<file path="config.mk">
export PLATFORM = sky130hd
export DESIGN_NAME = dual_feasible_item_coefficient_flat
export DESIGN_NICKNAME = d
export VERILOG_FILES = /design/src/hw/rtl/dfic_pkg.sv /design/src/hw/rtl/dfic_if.sv /design/src/hw/rtl/dfic_div.sv /design/src/hw/rtl/dfic_axis.sv /design/src/hw/rtl/dfic_mul.sv /design/src/hw/rtl/dual_feasible_item_coefficient.sv /design/src/flat_wrapper.sv
export SDC_FILE = /design/constraint.sdc
export NUM_CORES = 2
export LEC_CHECK = 0
export BUFFER_PORTS_ARGS = -buffer_cell sky130_fd_sc_hd__buf_2
export CORE_ASPECT_RATIO = 0.75
export CORE_UTILIZATION = 60
export CTS_CLUSTER_SIZE = 25
export DETAILED_ROUTE_END_ITERATION = 7
export PLACE_DENSITY = 0.8
export SYNTH_ARGS = -nofsm -noshare
export SYNTH_HDL_FRONTEND = slang
export SYNTH_HIERARCHICAL = 1
export SYNTH_SLANG_ARGS = --single-unit
</file>
<file path="constraint.sdc">
create_clock -name clock -period 27.9 [get_ports clock]
set_input_delay 6.975 -clock clock [delete_from_list [all_inputs] [get_ports clock]]
set_output_delay 6.975 -clock clock [all_outputs]
set_load 0.1 [all_outputs]
</file>
<file path="src/hw/rtl/dfic_pkg.sv">
// Shared constants, codes and width helpers for the dual feasible item coefficient block.
package dfic_pkg;

   localparam int LENGTH_BITS_DEF = 16;
   localparam int COUNT_BITS_DEF  = 16;
   localparam int OUT_BITS        = 51;
   localparam int CSR_IDX_BITS    = 3;
   localparam int FAMILY_BITS     = 2;

   typedef logic [CSR_IDX_BITS-1:0] csr_idx_type;
   typedef logic [FAMILY_BITS-1:0]  family_type;

   localparam csr_idx_type CSR_CAP_X = 3'd0;
   localparam csr_idx_type CSR_CAP_Y = 3'd1;
   localparam csr_idx_type CSR_CAP_Z = 3'd2;
   localparam csr_idx_type CSR_THR_X = 3'd3;
   localparam csr_idx_type CSR_THR_Y = 3'd4;
   localparam csr_idx_type CSR_THR_Z = 3'd5;

   localparam family_type FAM_THRESH = 2'd0;
   localparam family_type FAM_COUNT  = 2'd1;
   localparam family_type FAM_ROUND  = 2'd2;

   function automatic int val_bits(input int length_bits, input int count_bits);
      return (length_bits + 1 > count_bits) ? length_bits + 1 : count_bits;
   endfunction

endpackage

</file>
<file path="src/hw/rtl/dfic_if.sv">
// Handshake channel interfaces: rotation requests, coefficient responses, register writes.
interface dfic_req_if #(
   parameter int LENGTH_BITS = dfic_pkg::LENGTH_BITS_DEF,
   parameter int COUNT_BITS  = dfic_pkg::COUNT_BITS_DEF
);
   import dfic_pkg::*;
   logic                   valid;
   logic                   ready;
   logic [LENGTH_BITS-1:0] len_x;
   logic [LENGTH_BITS-1:0] len_y;
   logic [LENGTH_BITS-1:0] len_z;
   family_type             family_x;
   family_type             family_y;
   family_type             family_z;
   logic [COUNT_BITS-1:0]  big_count_x;
   logic [COUNT_BITS-1:0]  big_count_y;
   logic [COUNT_BITS-1:0]  big_count_z;
   logic                   last_rotation;

   modport source (
      output valid, len_x, len_y, len_z, family_x, family_y, family_z,
             big_count_x, big_count_y, big_count_z, last_rotation,
      input  ready
   );
   modport sink (
      input  valid, len_x, len_y, len_z, family_x, family_y, family_z,
             big_count_x, big_count_y, big_count_z, last_rotation,
      output ready
   );
endinterface

interface dfic_rsp_if;
   import dfic_pkg::*;
   logic                valid;
   logic                ready;
   logic [OUT_BITS-1:0] coefficient;

   modport source (output valid, coefficient, input ready);
   modport sink (input valid, coefficient, output ready);
endinterface

interface dfic_csr_if #(
   parameter int LENGTH_BITS = dfic_pkg::LENGTH_BITS_DEF
);
   import dfic_pkg::*;
   logic                   valid;
   logic                   ready;
   csr_idx_type            idx;
   logic [LENGTH_BITS-1:0] data;

   modport source (output valid, idx, data, input ready);
   modport sink (input valid, idx, data, output ready);
endinterface

</file>
<file path="src/hw/rtl/dfic_div.sv">
// Restoring divider that retires one quotient bit per cycle.
module dfic_div #(
   parameter int WIDTH = dfic_pkg::LENGTH_BITS_DEF
) (
   input  logic             clock,
   input  logic             reset,
   input  logic             start,
   input  logic [WIDTH-1:0] dividend,
   input  logic [WIDTH-1:0] divisor,
   output logic             done,
   output logic [WIDTH-1:0] quotient
);
   import dfic_pkg::*;

   localparam int CW = $clog2(WIDTH + 1);

   logic             busy_ff;
   logic             done_ff;
   logic [CW-1:0]    cnt_ff;
   logic [WIDTH-1:0] quo_ff;
   logic [WIDTH-1:0] rem_ff;
   logic [WIDTH-1:0] dvs_ff;

   logic [WIDTH:0]   trial;
   logic [WIDTH:0]   diff;
   logic             ge;
   logic [WIDTH-1:0] rem_in;

   always_comb begin
      trial  = {rem_ff, quo_ff[WIDTH-1]};
      diff   = trial - {1'b0, dvs_ff};
      ge     = trial >= {1'b0, dvs_ff};
      rem_in = ge ? diff[WIDTH-1:0] : trial[WIDTH-1:0];
   end

   always_ff @(posedge clock) begin
      if (reset) begin
         busy_ff <= 1'b0;
         done_ff <= 1'b0;
         cnt_ff  <= '0;
      end else begin
         done_ff <= !start && busy_ff && (cnt_ff == CW'(1));
         if (start) begin
            busy_ff <= 1'b1;
            cnt_ff  <= CW'(WIDTH);
         end else if (busy_ff) begin
            cnt_ff <= cnt_ff - CW'(1);
            if (cnt_ff == CW'(1)) begin
               busy_ff <= 1'b0;
            end
         end
      end
   end

   always_ff @(posedge clock) begin
      if (start) begin
         quo_ff <= dividend;
         rem_ff <= '0;
         dvs_ff <= divisor;
      end else if (busy_ff) begin
         quo_ff <= {quo_ff[WIDTH-2:0], ge};
         rem_ff <= rem_in;
      end
   end

   assign done     = done_ff;
   assign quotient = quo_ff;

endmodule

</file>
<file path="src/hw/rtl/dfic_axis.sv">
// One axis: clamp the side, run the two bit-serial quotients, select the family value.
module dfic_axis #(
   parameter int LENGTH_BITS = dfic_pkg::LENGTH_BITS_DEF,
   parameter int COUNT_BITS  = dfic_pkg::COUNT_BITS_DEF,
   parameter int VAL_BITS    = dfic_pkg::val_bits(LENGTH_BITS, COUNT_BITS)
) (
   input  logic                   clock,
   input  logic                   reset,
   input  logic                   start,
   input  logic [LENGTH_BITS-1:0] cap,
   input  logic [LENGTH_BITS-2:0] thr,
   input  logic [LENGTH_BITS-1:0] len,
   input  dfic_pkg::family_type   family,
   input  logic [COUNT_BITS-1:0]  big,
   output logic                   done,
   output logic [VAL_BITS-1:0]    value
);
   import dfic_pkg::*;

   logic [LENGTH_BITS-2:0] k_w;
   logic [LENGTH_BITS-1:0] x_w;
   logic                   gt_w;
   logic                   eq_w;
   logic [LENGTH_BITS-1:0] dvd_a;
   logic [LENGTH_BITS-1:0] dvd_b;
   logic [LENGTH_BITS-1:0] dvs;

   logic [LENGTH_BITS-1:0] x_ff;
   logic [LENGTH_BITS-1:0] cap_ff;
   logic [LENGTH_BITS-2:0] k_ff;
   family_type             fam_ff;
   logic [COUNT_BITS-1:0]  big_ff;
   logic                   gt_ff;
   logic                   eq_ff;
   logic                   done_ff;
   logic [VAL_BITS-1:0]    value_ff;

   logic                   done_a;
   logic                   done_b;
   logic [LENGTH_BITS-1:0] qa;
   logic [LENGTH_BITS-1:0] qb;
   logic [LENGTH_BITS-1:0] qdiff;
   logic [LENGTH_BITS:0]   sum;
   logic                   lt_k;
   logic [VAL_BITS-1:0]    value_in;

   always_comb begin
      k_w   = (thr == '0) ? (LENGTH_BITS-1)'(1) : thr;
      x_w   = (len < cap) ? len : cap;
      gt_w  = {x_w, 1'b0} > {1'b0, cap};
      eq_w  = {x_w, 1'b0} == {1'b0, cap};
      dvd_a = (gt_w || eq_w) ? cap : x_w;
      dvd_b = cap - x_w;
      dvs   = {1'b0, k_w};
   end

   dfic_div #(.WIDTH(LENGTH_BITS)) u_div_a (
      .clock    (clock),
      .reset    (reset),
      .start    (start),
      .dividend (dvd_a),
      .divisor  (dvs),
      .done     (done_a),
      .quotient (qa)
   );

   dfic_div #(.WIDTH(LENGTH_BITS)) u_div_b (
      .clock    (clock),
      .reset    (reset),
      .start    (start),
      .dividend (dvd_b),
      .divisor  (dvs),
      .done     (done_b),
      .quotient (qb)
   );

   always_comb begin
      qdiff = qa - qb;
      sum   = {1'b0, x_ff} + {2'b00, k_ff};
      lt_k  = x_ff < {1'b0, k_ff};
      case (fam_ff)
         FAM_THRESH: begin
            if (sum > {1'b0, cap_ff}) begin
               value_in = VAL_BITS'(cap_ff);
            end else if (lt_k) begin
               value_in = '0;
            end else begin
               value_in = VAL_BITS'(x_ff);
            end
         end
         FAM_COUNT: begin
            if (gt_ff) begin
               value_in = VAL_BITS'(big_ff);
            end else if (lt_k) begin
               value_in = '0;
            end else begin
               value_in = VAL_BITS'(1);
            end
         end
         default: begin
            if (gt_ff) begin
               value_in = VAL_BITS'({qdiff, 1'b0});
            end else if (eq_ff) begin
               value_in = VAL_BITS'(qa);
            end else begin
               value_in = VAL_BITS'({qa, 1'b0});
            end
         end
      endcase
   end

   always_ff @(posedge clock) begin
      if (reset) begin
         done_ff <= 1'b0;
      end else begin
         done_ff <= done_a & done_b;
      end
   end

   always_ff @(posedge clock) begin
      if (start) begin
         x_ff   <= x_w;
         cap_ff <= cap;
         k_ff   <= k_w;
         fam_ff <= family;
         big_ff <= big;
         gt_ff  <= gt_w;
         eq_ff  <= eq_w;
      end
      if (done_a & done_b) begin
         value_ff <= value_in;
      end
   end

   assign done  = done_ff;
   assign value = value_ff;

endmodule

</file>
<file path="src/hw/rtl/dfic_mul.sv">
// Radix-4 serial multiplier for the three axis values, two passes, saturating result.
module dfic_mul #(
   parameter int VAL_BITS = dfic_pkg::val_bits(dfic_pkg::LENGTH_BITS_DEF,
                                               dfic_pkg::COUNT_BITS_DEF),
   parameter int OUT_BITS = dfic_pkg::OUT_BITS
) (
   input  logic                clock,
   input  logic                reset,
   input  logic                start,
   input  logic [VAL_BITS-1:0] a,
   input  logic [VAL_BITS-1:0] b,
   input  logic [VAL_BITS-1:0] c,
   output logic                done,
   output logic [OUT_BITS-1:0] product
);
   import dfic_pkg::*;

   localparam int PW = 3 * VAL_BITS;
   localparam int ND = (VAL_BITS + 1) / 2;
   localparam int MW = 2 * ND;
   localparam int CW = $clog2(ND + 1);

   logic                busy_ff;
   logic                done_ff;
   logic                pass_ff;
   logic [CW-1:0]       cnt_ff;
   logic [PW-1:0]       acc_ff;
   logic [PW-1:0]       mcand_ff;
   logic [MW-1:0]       mplier_ff;
   logic [VAL_BITS-1:0] c_ff;

   logic [PW-1:0]       part0;
   logic [PW-1:0]       part1;
   logic [PW-1:0]       acc_sum;
   logic                last_step;

   always_comb begin
      part0     = mplier_ff[0] ? mcand_ff : '0;
      part1     = mplier_ff[1] ? {mcand_ff[PW-2:0], 1'b0} : '0;
      acc_sum   = acc_ff + part0 + part1;
      last_step = cnt_ff == CW'(1);
   end

   always_ff @(posedge clock) begin
      if (reset) begin
         busy_ff <= 1'b0;
         done_ff <= 1'b0;
         pass_ff <= 1'b0;
         cnt_ff  <= '0;
      end else begin
         done_ff <= !start && busy_ff && last_step && pass_ff;
         if (start) begin
            busy_ff <= 1'b1;
            pass_ff <= 1'b0;
            cnt_ff  <= CW'(ND);
         end else if (busy_ff) begin
            if (last_step) begin
               if (!pass_ff) begin
                  pass_ff <= 1'b1;
                  cnt_ff  <= CW'(ND);
               end else begin
                  busy_ff <= 1'b0;
               end
            end else begin
               cnt_ff <= cnt_ff - CW'(1);
            end
         end
      end
   end

   always_ff @(posedge clock) begin
      if (start) begin
         acc_ff    <= '0;
         mcand_ff  <= PW'(a);
         mplier_ff <= MW'(b);
         c_ff      <= c;
      end else if (busy_ff) begin
         if (last_step && !pass_ff) begin
            acc_ff    <= '0;
            mcand_ff  <= acc_sum;
            mplier_ff <= MW'(c_ff);
         end else begin
            acc_ff    <= acc_sum;
            mcand_ff  <= {mcand_ff[PW-3:0], 2'b00};
            mplier_ff <= mplier_ff >> 2;
         end
      end
   end

   generate
      if (PW > OUT_BITS) begin : g_sat
         assign product = (|acc_ff[PW-1:OUT_BITS]) ? '1 : acc_ff[OUT_BITS-1:0];
      end else begin : g_fit
         assign product = OUT_BITS'(acc_ff);
      end
   endgenerate

   assign done = done_ff;

endmodule

</file>
<file path="src/hw/rtl/dual_feasible_item_coefficient.sv">
// Top level: registers, rotation sequencing, running minimum and response register.
//
//   channel | dir | handshake   | payload
//   req_if  | in  | valid/ready | len_x/y/z, family_x/y/z, big_count_x/y/z, last_rotation
//   rsp_if  | out | valid/ready | coefficient
//   csr_if  | in  | valid/ready | idx, data (always ready)
//
// A rotation runs the per-axis bit-serial dividers (one quotient bit a cycle), then the
// two-pass radix-4 multiplier.
// Synchronous reset clears the registers to 1 and drops any running minimum.
// A response waiting on rsp_if does not block the next rotation; only a last rotation
// stalls at the end of its work until the response register is free.
module dual_feasible_item_coefficient #(
   parameter int LENGTH_BITS = dfic_pkg::LENGTH_BITS_DEF,
   parameter int COUNT_BITS  = dfic_pkg::COUNT_BITS_DEF
) (
   input  logic       clock,
   input  logic       reset,
   dfic_req_if.sink   req_if,
   dfic_rsp_if.source rsp_if,
   dfic_csr_if.sink   csr_if
);
   import dfic_pkg::*;

   localparam int VAL_BITS = val_bits(LENGTH_BITS, COUNT_BITS);

   typedef enum logic [3:0] {
      ST_IDLE = 4'b0001,
      ST_AXIS = 4'b0010,
      ST_MUL  = 4'b0100,
      ST_DONE = 4'b1000
   } state_type;

   state_type              state_ff;
   logic [LENGTH_BITS-1:0] cap_x_ff;
   logic [LENGTH_BITS-1:0] cap_y_ff;
   logic [LENGTH_BITS-1:0] cap_z_ff;
   logic [LENGTH_BITS-2:0] thr_x_ff;
   logic [LENGTH_BITS-2:0] thr_y_ff;
   logic [LENGTH_BITS-2:0] thr_z_ff;
   logic                   last_ff;
   logic                   have_ff;
   logic [OUT_BITS-1:0]    min_ff;
   logic [OUT_BITS-1:0]    prod_ff;
   logic                   rsp_valid_ff;
   logic [OUT_BITS-1:0]    rsp_data_ff;

   logic                   accept;
   logic                   done_x;
   logic                   done_y;
   logic                   done_z;
   logic                   axis_done;
   logic [VAL_BITS-1:0]    val_x;
   logic [VAL_BITS-1:0]    val_y;
   logic [VAL_BITS-1:0]    val_z;
   logic                   mul_start;
   logic                   mul_done;
   logic [OUT_BITS-1:0]    mul_prod;
   logic [OUT_BITS-1:0]    min_in;
   logic                   slot_free;
   logic                   emit;

   assign req_if.ready = state_ff == ST_IDLE;
   assign csr_if.ready = 1'b1;
   assign accept       = req_if.valid & req_if.ready;
   assign axis_done    = done_x & done_y & done_z;
   assign mul_start    = (state_ff == ST_AXIS) & axis_done;
   assign min_in       = (!have_ff || prod_ff < min_ff) ? prod_ff : min_ff;
   assign slot_free    = !rsp_valid_ff || rsp_if.ready;
   assign emit         = (state_ff == ST_DONE) & last_ff & slot_free;

   always_ff @(posedge clock) begin
      if (reset) begin
         cap_x_ff <= LENGTH_BITS'(1);
         cap_y_ff <= LENGTH_BITS'(1);
         cap_z_ff <= LENGTH_BITS'(1);
         thr_x_ff <= (LENGTH_BITS-1)'(1);
         thr_y_ff <= (LENGTH_BITS-1)'(1);
         thr_z_ff <= (LENGTH_BITS-1)'(1);
      end else if (csr_if.valid) begin
         case (csr_if.idx)
            CSR_CAP_X: cap_x_ff <= csr_if.data;
            CSR_CAP_Y: cap_y_ff <= csr_if.data;
            CSR_CAP_Z: cap_z_ff <= csr_if.data;
            CSR_THR_X: thr_x_ff <= csr_if.data[LENGTH_BITS-2:0];
            CSR_THR_Y: thr_y_ff <= csr_if.data[LENGTH_BITS-2:0];
            CSR_THR_Z: thr_z_ff <= csr_if.data[LENGTH_BITS-2:0];
            default: begin
            end
         endcase
      end
   end

   dfic_axis #(.LENGTH_BITS(LENGTH_BITS), .COUNT_BITS(COUNT_BITS), .VAL_BITS(VAL_BITS)) u_axis_x (
      .clock  (clock),
      .reset  (reset),
      .start  (accept),
      .cap    (cap_x_ff),
      .thr    (thr_x_ff),
      .len    (req_if.len_x),
      .family (req_if.family_x),
      .big    (req_if.big_count_x),
      .done   (done_x),
      .value  (val_x)
   );

   dfic_axis #(.LENGTH_BITS(LENGTH_BITS), .COUNT_BITS(COUNT_BITS), .VAL_BITS(VAL_BITS)) u_axis_y (
      .clock  (clock),
      .reset  (reset),
      .start  (accept),
      .cap    (cap_y_ff),
      .thr    (thr_y_ff),
      .len    (req_if.len_y),
      .family (req_if.family_y),
      .big    (req_if.big_count_y),
      .done   (done_y),
      .value  (val_y)
   );

   dfic_axis #(.LENGTH_BITS(LENGTH_BITS), .COUNT_BITS(COUNT_BITS), .VAL_BITS(VAL_BITS)) u_axis_z (
      .clock  (clock),
      .reset  (reset),
      .start  (accept),
      .cap    (cap_z_ff),
      .thr    (thr_z_ff),
      .len    (req_if.len_z),
      .family (req_if.family_z),
      .big    (req_if.big_count_z),
      .done   (done_z),
      .value  (val_z)
   );

   dfic_mul #(.VAL_BITS(VAL_BITS), .OUT_BITS(OUT_BITS)) u_mul (
      .clock   (clock),
      .reset   (reset),
      .start   (mul_start),
      .a       (val_x),
      .b       (val_y),
      .c       (val_z),
      .done    (mul_done),
      .product (mul_prod)
   );

   always_ff @(posedge clock) begin
      if (reset) begin
         state_ff     <= ST_IDLE;
         have_ff      <= 1'b0;
         rsp_valid_ff <= 1'b0;
      end else begin
         if (emit) begin
            rsp_valid_ff <= 1'b1;
         end else if (rsp_valid_ff && rsp_if.ready) begin
            rsp_valid_ff <= 1'b0;
         end
         case (state_ff)
            ST_IDLE: begin
               if (accept) begin
                  state_ff <= ST_AXIS;
               end
            end
            ST_AXIS: begin
               if (axis_done) begin
                  state_ff <= ST_MUL;
               end
            end
            ST_MUL: begin
               if (mul_done) begin
                  state_ff <= ST_DONE;
               end
            end
            ST_DONE: begin
               if (!last_ff) begin
                  have_ff  <= 1'b1;
                  state_ff <= ST_IDLE;
               end else if (slot_free) begin
                  have_ff  <= 1'b0;
                  state_ff <= ST_IDLE;
               end
            end
            default: begin
               state_ff <= ST_IDLE;
            end
         endcase
      end
   end

   always_ff @(posedge clock) begin
      if (accept) begin
         last_ff <= req_if.last_rotation;
      end
      if ((state_ff == ST_MUL) && mul_done) begin
         prod_ff <= mul_prod;
      end
      if ((state_ff == ST_DONE) && !last_ff) begin
         min_ff <= min_in;
      end
      if (emit) begin
         rsp_data_ff <= min_in;
      end
   end

   assign rsp_if.valid       = rsp_valid_ff;
   assign rsp_if.coefficient = rsp_data_ff;

`ifndef SYNTHESIS
   a_axis_done_in_axis: assert property (@(posedge clock) disable iff (reset)
      axis_done |-> state_ff == ST_AXIS)
      else $error("axis results arrived outside the axis phase");

   a_mul_done_in_mul: assert property (@(posedge clock) disable iff (reset)
      mul_done |-> state_ff == ST_MUL)
      else $error("product arrived outside the multiply phase");

   a_rsp_from_done: assert property (@(posedge clock) disable iff (reset)
      $rose(rsp_valid_ff) |-> $past(state_ff == ST_DONE) && $past(last_ff))
      else $error("response raised without a finished last rotation");

   a_emit_clears_min: assert property (@(posedge clock) disable iff (reset)
      emit |=> !have_ff && state_ff == ST_IDLE && rsp_valid_ff)
      else $error("emitting a coefficient did not restart the minimum");
`endif

endmodule

</file>
<file path="src/flat_wrapper.sv">
// flat-port wrapper written by rule: the top's interface ports become plain ports
module dual_feasible_item_coefficient_flat import dfic_pkg::*;
#(
   parameter int LENGTH_BITS = dfic_pkg::LENGTH_BITS_DEF,
   parameter int COUNT_BITS  = dfic_pkg::COUNT_BITS_DEF
)
  (clock, reset, req_if_valid, req_if_len_x, req_if_len_y, req_if_len_z, req_if_family_x, req_if_family_y, req_if_family_z, req_if_big_count_x, req_if_big_count_y, req_if_big_count_z, req_if_last_rotation, req_if_ready, rsp_if_valid, rsp_if_coefficient, rsp_if_ready, csr_if_valid, csr_if_idx, csr_if_data, csr_if_ready);
  dfic_req_if #(.LENGTH_BITS(LENGTH_BITS), .COUNT_BITS(COUNT_BITS)) req_if_i ();
  dfic_rsp_if rsp_if_i ();
  dfic_csr_if #(.LENGTH_BITS(LENGTH_BITS)) csr_if_i ();
  input  logic clock;
  input  logic reset;
  input wire logic [$bits(req_if_i.valid)-1:0] req_if_valid;
  input wire logic [$bits(req_if_i.len_x)-1:0] req_if_len_x;
  input wire logic [$bits(req_if_i.len_y)-1:0] req_if_len_y;
  input wire logic [$bits(req_if_i.len_z)-1:0] req_if_len_z;
  input wire logic [$bits(req_if_i.family_x)-1:0] req_if_family_x;
  input wire logic [$bits(req_if_i.family_y)-1:0] req_if_family_y;
  input wire logic [$bits(req_if_i.family_z)-1:0] req_if_family_z;
  input wire logic [$bits(req_if_i.big_count_x)-1:0] req_if_big_count_x;
  input wire logic [$bits(req_if_i.big_count_y)-1:0] req_if_big_count_y;
  input wire logic [$bits(req_if_i.big_count_z)-1:0] req_if_big_count_z;
  input wire logic [$bits(req_if_i.last_rotation)-1:0] req_if_last_rotation;
  output wire logic [$bits(req_if_i.ready)-1:0] req_if_ready;
  output wire logic [$bits(rsp_if_i.valid)-1:0] rsp_if_valid;
  output wire logic [$bits(rsp_if_i.coefficient)-1:0] rsp_if_coefficient;
  input wire logic [$bits(rsp_if_i.ready)-1:0] rsp_if_ready;
  input wire logic [$bits(csr_if_i.valid)-1:0] csr_if_valid;
  input wire logic [$bits(csr_if_i.idx)-1:0] csr_if_idx;
  input wire logic [$bits(csr_if_i.data)-1:0] csr_if_data;
  output wire logic [$bits(csr_if_i.ready)-1:0] csr_if_ready;
  assign req_if_i.valid = req_if_valid;
  assign req_if_i.len_x = req_if_len_x;
  assign req_if_i.len_y = req_if_len_y;
  assign req_if_i.len_z = req_if_len_z;
  assign req_if_i.family_x = req_if_family_x;
  assign req_if_i.family_y = req_if_family_y;
  assign req_if_i.family_z = req_if_family_z;
  assign req_if_i.big_count_x = req_if_big_count_x;
  assign req_if_i.big_count_y = req_if_big_count_y;
  assign req_if_i.big_count_z = req_if_big_count_z;
  assign req_if_i.last_rotation = req_if_last_rotation;
  assign req_if_ready = req_if_i.ready;
  assign rsp_if_valid = rsp_if_i.valid;
  assign rsp_if_coefficient = rsp_if_i.coefficient;
  assign rsp_if_i.ready = rsp_if_ready;
  assign csr_if_i.valid = csr_if_valid;
  assign csr_if_i.idx = csr_if_idx;
  assign csr_if_i.data = csr_if_data;
  assign csr_if_ready = csr_if_i.ready;
  dual_feasible_item_coefficient #(.LENGTH_BITS(LENGTH_BITS), .COUNT_BITS(COUNT_BITS)) u_core (.clock(clock), .reset(reset), .req_if(req_if_i), .rsp_if(rsp_if_i), .csr_if(csr_if_i));
endmodule
</file>
# Word-level counts from Yosys, hierarchy flattened
# Cells that the tools add are included.
[totals] romBits=0 latchBits=0 elab_cells=328 output_inout_bits=54 regBits=885 memories=0 ramBits=0
[classes] muxes=103 n_lt_le_gt_ge=19 div_mod_pow=0 shift=0 add_sub_neg=24 bitwise_logic=9 n_reduce_logical=58 mul=0 eq_ne=29
[op_table] operator="two-way mux 16 bit" count=33
[op_table] operator="two-way mux 51 bit" count=5
[op_table] operator="two-way mux 17 bit" count=11
[op_table] operator="adder 51 bit" count=2
[op_table] operator="greater-or-equal comparator 17 x 15 -> 1 bit" count=6
[op_table] operator="greater-than comparator 17 x 16 -> 1 bit" count=6
[op_table] operator="case mux 17 bit (2 select lines)" count=3
[op_table] operator="subtractor 16 x 15 -> 16 bit" count=6
[op_table] operator="subtractor 16 bit" count=6
[op_table] operator="two-way mux 5 bit" count=12
[op_table] operator="adder 16 x 15 -> 17 bit" count=3
[op_table] operator="equality test 17 x 16 -> 1 bit" count=3
[op_table] operator="less-than comparator 51 bit" count=1
[op_table] operator="less-than comparator 16 x 15 -> 1 bit" count=3
[op_table] operator="less-than comparator 16 bit" count=3
[op_table] operator="zero test 15 bit" count=3
[op_table] operator="two-way mux 4 bit" count=9
[op_table] operator="equality test 5 x 1 -> 1 bit (second input constant)" count=6
[op_table] operator="subtractor 5 x 1 -> 5 bit (second input constant)" count=6
[op_table] operator="two-way mux 1 bit" count=29
[op_table] operator="AND reduction 2 bit" count=10
[op_table] operator="logical AND 1 bit" count=19
[op_table] operator="case mux 4 bit (4 select lines)" count=1
[op_table] operator="nonzero test 2 bit" count=8
[op_table] operator="other kinds (19)" count=48

# Depth between registers and ports, before layout
[depth] ltp_word=7 depth_mapped=24 ltp_nobuf=22

# Cells and area by module
# Netlist, hierarchy kept.
[modules_own_cells] module="dfic_div" area_per_inst_um2=3020.4 cells_each=292 instances=6 seq_area_each_um2=1421.4
[modules_own_cells] module="dfic_axis (u_core.u_axis_x ...)" area_per_inst_um2=7477.2 cells_each=778 instances=2 seq_area_each_um2=2542.4
[modules_own_cells] module="dual_feasible_item_coefficient" area_per_inst_um2=10287.4 cells_each=849 instances=1 seq_area_each_um2=6606.3
[modules_own_cells] module="dfic_mul" area_per_inst_um2=10178.5 cells_each=1136 instances=1 seq_area_each_um2=3373.2
[modules_own_cells] module="dfic_axis (u_core.u_axis_y)" area_per_inst_um2=7485.9 cells_each=760 instances=1 seq_area_each_um2=2542.4

# Worst setup path after synthesis
# No wires, ideal clock.
[synth_timing] path_type="in2reg" from="in req_if_valid" to="reg u_core.u_axis_x.u_div_a.quo_ff[0], in the netlist u_core/u_axis_x/u_div_a/quotient[0], enable pin" required_time_ns=27.536 slack_ns=12.380 t_arrival_ns=15.156 stages=5 path_buffers=2 path_cell_list="and2_1 > clkbuf_1 > nor2_1 > clkbuf_1 > inv_1"
[synth_via] elab_chain_cells=2
[synth_rtl] element="start: declaration" line_no="flat_wrapper.sv:13" rtl="input wire logic [$bits(req_if_i.valid)-1:0] req_if_valid;"
[synth_rtl] element="bitwise AND 1 bit" line_no="dual_feasible_item_coefficient.sv:65" rtl="assign accept = req_if.valid & req_if.ready;"
[synth_rtl] element="nonzero test 2 bit (no source line)"
[synth_rtl] element="end signal: assignment" line_no="dfic_div.sv:57" rtl="quo_ff <= dividend;"
[synth_rtl] element="end signal: assignment" line_no="dfic_div.sv:61" rtl="quo_ff <= {quo_ff[WIDTH-2:0], ge};"
[synth_rtl] element="end: declaration" line_no="dfic_div.sv:20" rtl="logic [WIDTH-1:0] quo_ff;"
# Every way passes these cells.
# A chain may end at the register's enable or synchronous reset.

# Final worst setup path
[layout_timing] from="in req_if_len_x[9]" to="reg u_core.u_axis_x.u_div_b.quo_ff[14], in the netlist u_core/u_axis_x/u_div_b/quotient[14], data pin"
[layout_via] elab_chain_cells=4
[layout_rtl] element="start: declaration" line_no="flat_wrapper.sv:14" rtl="input wire logic [$bits(req_if_i.len_x)-1:0] req_if_len_x;"
[layout_rtl] element="less-than comparator 16 bit" line_no="dfic_axis.sv:49" rtl="x_w = (len < cap) ? len : cap;"
[layout_rtl] element="two-way mux 16 bit" line_no="dfic_axis.sv:49"
[layout_rtl] element="net u_core.u_axis_x.x_w[6]" line_no="dfic_axis.sv:21" rtl="logic [LENGTH_BITS-1:0] x_w;"
[layout_rtl] element="subtractor 16 bit" line_no="dfic_axis.sv:53" rtl="dvd_b = cap - x_w;"
[layout_rtl] element="net u_core.u_axis_x.dvd_b[14]" line_no="dfic_axis.sv:25" rtl="logic [LENGTH_BITS-1:0] dvd_b;"
[layout_rtl] element="two-way mux 16 bit" line_no="dfic_div.sv:56" rtl="if (start) begin"
[layout_rtl] element="end signal: assignment" line_no="dfic_div.sv:57"
[layout_rtl] element="end signal: assignment" line_no="dfic_div.sv:61"
[layout_rtl] element="end: declaration" line_no="dfic_div.sv:20"
# The timed path passes the listed nets, and every way through them passes these cells.

==> impl_metrics.csv <==
group,metric,value,unit
outcome,status,"complete, no violations",
global_routing,grt_max_degree,136,
timing,skew,0.0443,ns
timing,min_period,11.85,ns
die,die_area,103000,sq um
worst_hold_path,hp-class,"reg -> reg",
setup_path,cp_max_fo,32,
setup_path,worst_ep_required_time,28.37,ns
place,dp_hpwl,120000,um
layout,design_area,66300,sq um
power,p_leak,26.8,nW
detailed_routing,antenna_left,0,
power,ir_worst_vdd,0.0000497,V
clock_network,h-tree-depth,3,
layout,nNetsFinal,6827,
die,placement_rows,100,
clock_network,clockBufferDepth,3,
place,dp_slack,15.57,ns
timing,hold_viol_final,0,
timing,setup_ws,16.05,ns
timing,maxSlewViolCount,0,
place,portBuffers,179,
setup_path,startpoint_type,"input port",
power,power_density,63.8,nW/um^2
setup_path,crit_chain,"buf_2 -> ha_1 -> a21o_1 -> a2111oi_0 -> nand4b_1 -> a41o_1 -> a211oi_4 -> buf_4 -> nand2_1 -> o21ai_0 -> inv_1 -> ha_1 -> a2111oi_0 -> o21ai_0 -> a221o_1 -> a211o_1 -> a31o_2 -> a21oi_1 -> xnor2_1 -> mux2_2",
clock_network,postCtsSetupBuffers,0,
global_routing,grt_util_all_layers,0.311,
synthesis,yosys_warnings,6,
timing,fmax,0.0844,GHz
detailed_routing,dr.pass1.iters,6,
global_routing,grt_pass1_wl,252000,um
detailed_routing,wirelength,163000,um
die,core_area,100000,sq um
clock_network,cts_buffers,99,
synthesis,yosysSeqAreaShare,0.428,
setup_path,cp.depth,20,
layout,fillerInstances,7697,
detailed_routing,drc,0,
die,die_h,278,um
synthesis,ys_async_sr_fraction,0,
global_routing,grt_pass1_vias,44300,
layout,area_delta_synth_final,8.68,%
clock_network,postCtsHoldBufs,0,
detailed_routing,drt_iter0_drc,4998,
clock_network,cts_root_buffer,"clkbuf_16",
clock_network,clock_sinks,981,
global_routing,antenna_found_initial,14,
synthesis,yosysUniqueCellTypes,105,
timing,whs,0.421,ns
die,io_pins,181,
setup_path,cp_slowest_cell,"a2111oi_0",
clock_network,path_clk_slew,0.07,ns
timing,grt_setup_unrepaired,"false",
detailed_routing,vias_per_cell,6.21,
setup_path,cp-end-kind,"flop",
timing,setup_viol,0,
detailed_routing,vias,46700,
synthesis,synth_cells,6053,
setup_path,cpPeakStageDelay,0.73,ns
timing,fin_crit_sh,0.425,
timing,tightest_slew,1.38,ns
clock_network,cts_resized,0,
job,cap_violations,0,
timing,relSlewSlack,0.0759,
synthesis,synth_ff_type,"edfxtp_1",
setup_path,rr_worst_depth,20,
die,start_util,0.610,
timing,tns,0,ns
setup_path,cp_top_family,"compound AO/OA/AOI/OAI gates",
synthesis,synth_area,61000,sq um
place,placed_area,62800,sq um
setup_path,crit_buf_inv,3,
place,gp_congestion,0.983,
detailed_routing,routedWlPerCell,21.7,um
synthesis,syn_avg_cell_area,10.1,sq um
synthesis,ys_ff_latch,981,
layout,drive_above_1_share,0.114,
clock_network,clock_latency,0.71,ns
worst_hold_path,whs_path_depth,0,
setup_path,path_class,"in -> reg",
setup_path,arrival,12.32,ns
global_routing,grt_overflow_total,0,
die,fp.dieW,370,um
synthesis,synth_edf_count,649,
clock_network,cts_tree,"done",
cells in the mapped netlist, drive strengths merged (21+ instances only):
master,instances,area (sq um)
nor2b,74,463
nor4,28,203
and2,129,807
inv,518,1940
a211oi,65,568
nor3,92,460
a2111oi,23,253
o221ai,32,287
o31ai,21,158
a22o,39,342
xnor2,165,1450
nand3,76,380
a31o,23,201
a21o,65,489
buf,42,288
o21ai,357,1790
mux2i,213,2130
or2,21,131
and3,22,148
dfxtp,332,6650
a31oi,37,231
xor2,93,815
a21oi,436,2220
ha,528,6610
nand4,63,407
nand2,655,2460
nor2,300,1170
o211ai,25,188
o21a,51,383
a21boi,30,225
a221o,30,300
fa,65,1300
nand2b,50,313
edfxtp,649,19500
clkbuf,224,843
o21bai,30,225
or3,26,163
mux2,200,2500
cells by family (layout without fill, tap and decap cells):
family / after synthesis / after routing / share of synthesized area
AOI/OAI and AO/OA: 1401 / 1401 / 0.151
xor gates and xnor gates: 258 / 258 / 0.0370
adders and majority gates: 593 / 593 / 0.130
buffers and inverters: 785 / 921 / 0.0505
DFF: 981 / 981 / 0.428
muxes: 413 / 413 / 0.0758
other: 4 / 11 / 0.000246
and+or+nand+nor: 1618 / 1618 / 0.128
where the power goes:
group	total [W]	switching, W	internal (W)
sequential	0.00177	0.000107	0.00166
clock	0.00143	0.000598	0.000831
combinational	0.00103	0.000604	0.000426
total	0.00423	0.00131	0.00292
layout make-up:
class	count	area, sq um	share of cell area
inverters	519	1950	0.0294
clock buffers	132	2830	0.0427
well taps	1326	1660	0.0250
repair buffers	216	1210	0.0183
diodes	4	10.0	0.000151
multi-input cells	4290	31900	0.480
clock inverters	54	668	0.0101
flip-flops and latches	981	26100	0.394
state kept, by name, summed over array words and instances, names as in the netlist, 17 cells and up:
name / count
u_core/u_axis_x/value: 17
u_core/rsp_if.coefficient: 51
u_core/u_mul/product: 51
u_core/u_mul/c_ff: 17
u_core/u_axis_z/value: 17
u_core/u_axis_y/value: 17
u_core/min_ff: 51
u_core/prod_ff: 51
u_core/u_mul/mplier_ff: 17
u_core/u_mul/mcand_ff: 51
routing by layer:
metal	share of wire	up-vias	GRT usage
met5	0.00072	-	0
met4	0.029	18	0.0930
met3	0.099	321	0.0769
met2	0.43	1960	0.464
met1	0.44	22600	0.445
li1	-	21800	-
worst paths after layout:
check	start	end	slack (ns)
worst max-delay path	req_if_len_x[9]	u_core/u_axis_x/u_div_b/quotient[14]	16.05
worst min-delay path	u_core/u_axis_z/value[10]	u_core/u_mul/c_ff[10]	0.42
worst max register to register	u_core/cap_x_ff[9]	u_core/u_axis_x/u_div_b/quotient[14]	21.84
worst min register to register	u_core/u_axis_z/value[10]	u_core/u_mul/c_ff[10]	0.42
cells in the final DEF (no fill, tap or decap), types with 31 or more instances in the layout:
master / n
nand2_1: 655
xnor2_1: 165
edfxtp_1: 649
o21a_1: 51
xor2_1: 93
buf_2: 178
nand2b_1: 50
o21ai_0: 346
fa_1: 65
a22o_1: 39
mux2_2: 135
buf_4: 35
a211oi_1: 55
dfxtp_1: 332
nand3_1: 76
mux2i_1: 213
ha_1: 528
a21o_1: 64
mux2_4: 65
nor3_1: 90
nand4_1: 61
o221ai_1: 31
a21oi_1: 426
a31oi_1: 37
inv_1: 516
nor2b_1: 73
clkbuf_16: 106
nor2_1: 292
and2_1: 125
stage by stage:
step	util	total power [W]	cells
floorplan	-	0.00253	6056
global placement	0.628	0.00276	7332
detailed placement	0.628	0.00279	7332
CTS	0.663	0.00422	7518
global route	0.663	0.00440	7518
finish	0.663	0.00423	7522
Note: power is estimated with default switching activity, not from simulation.
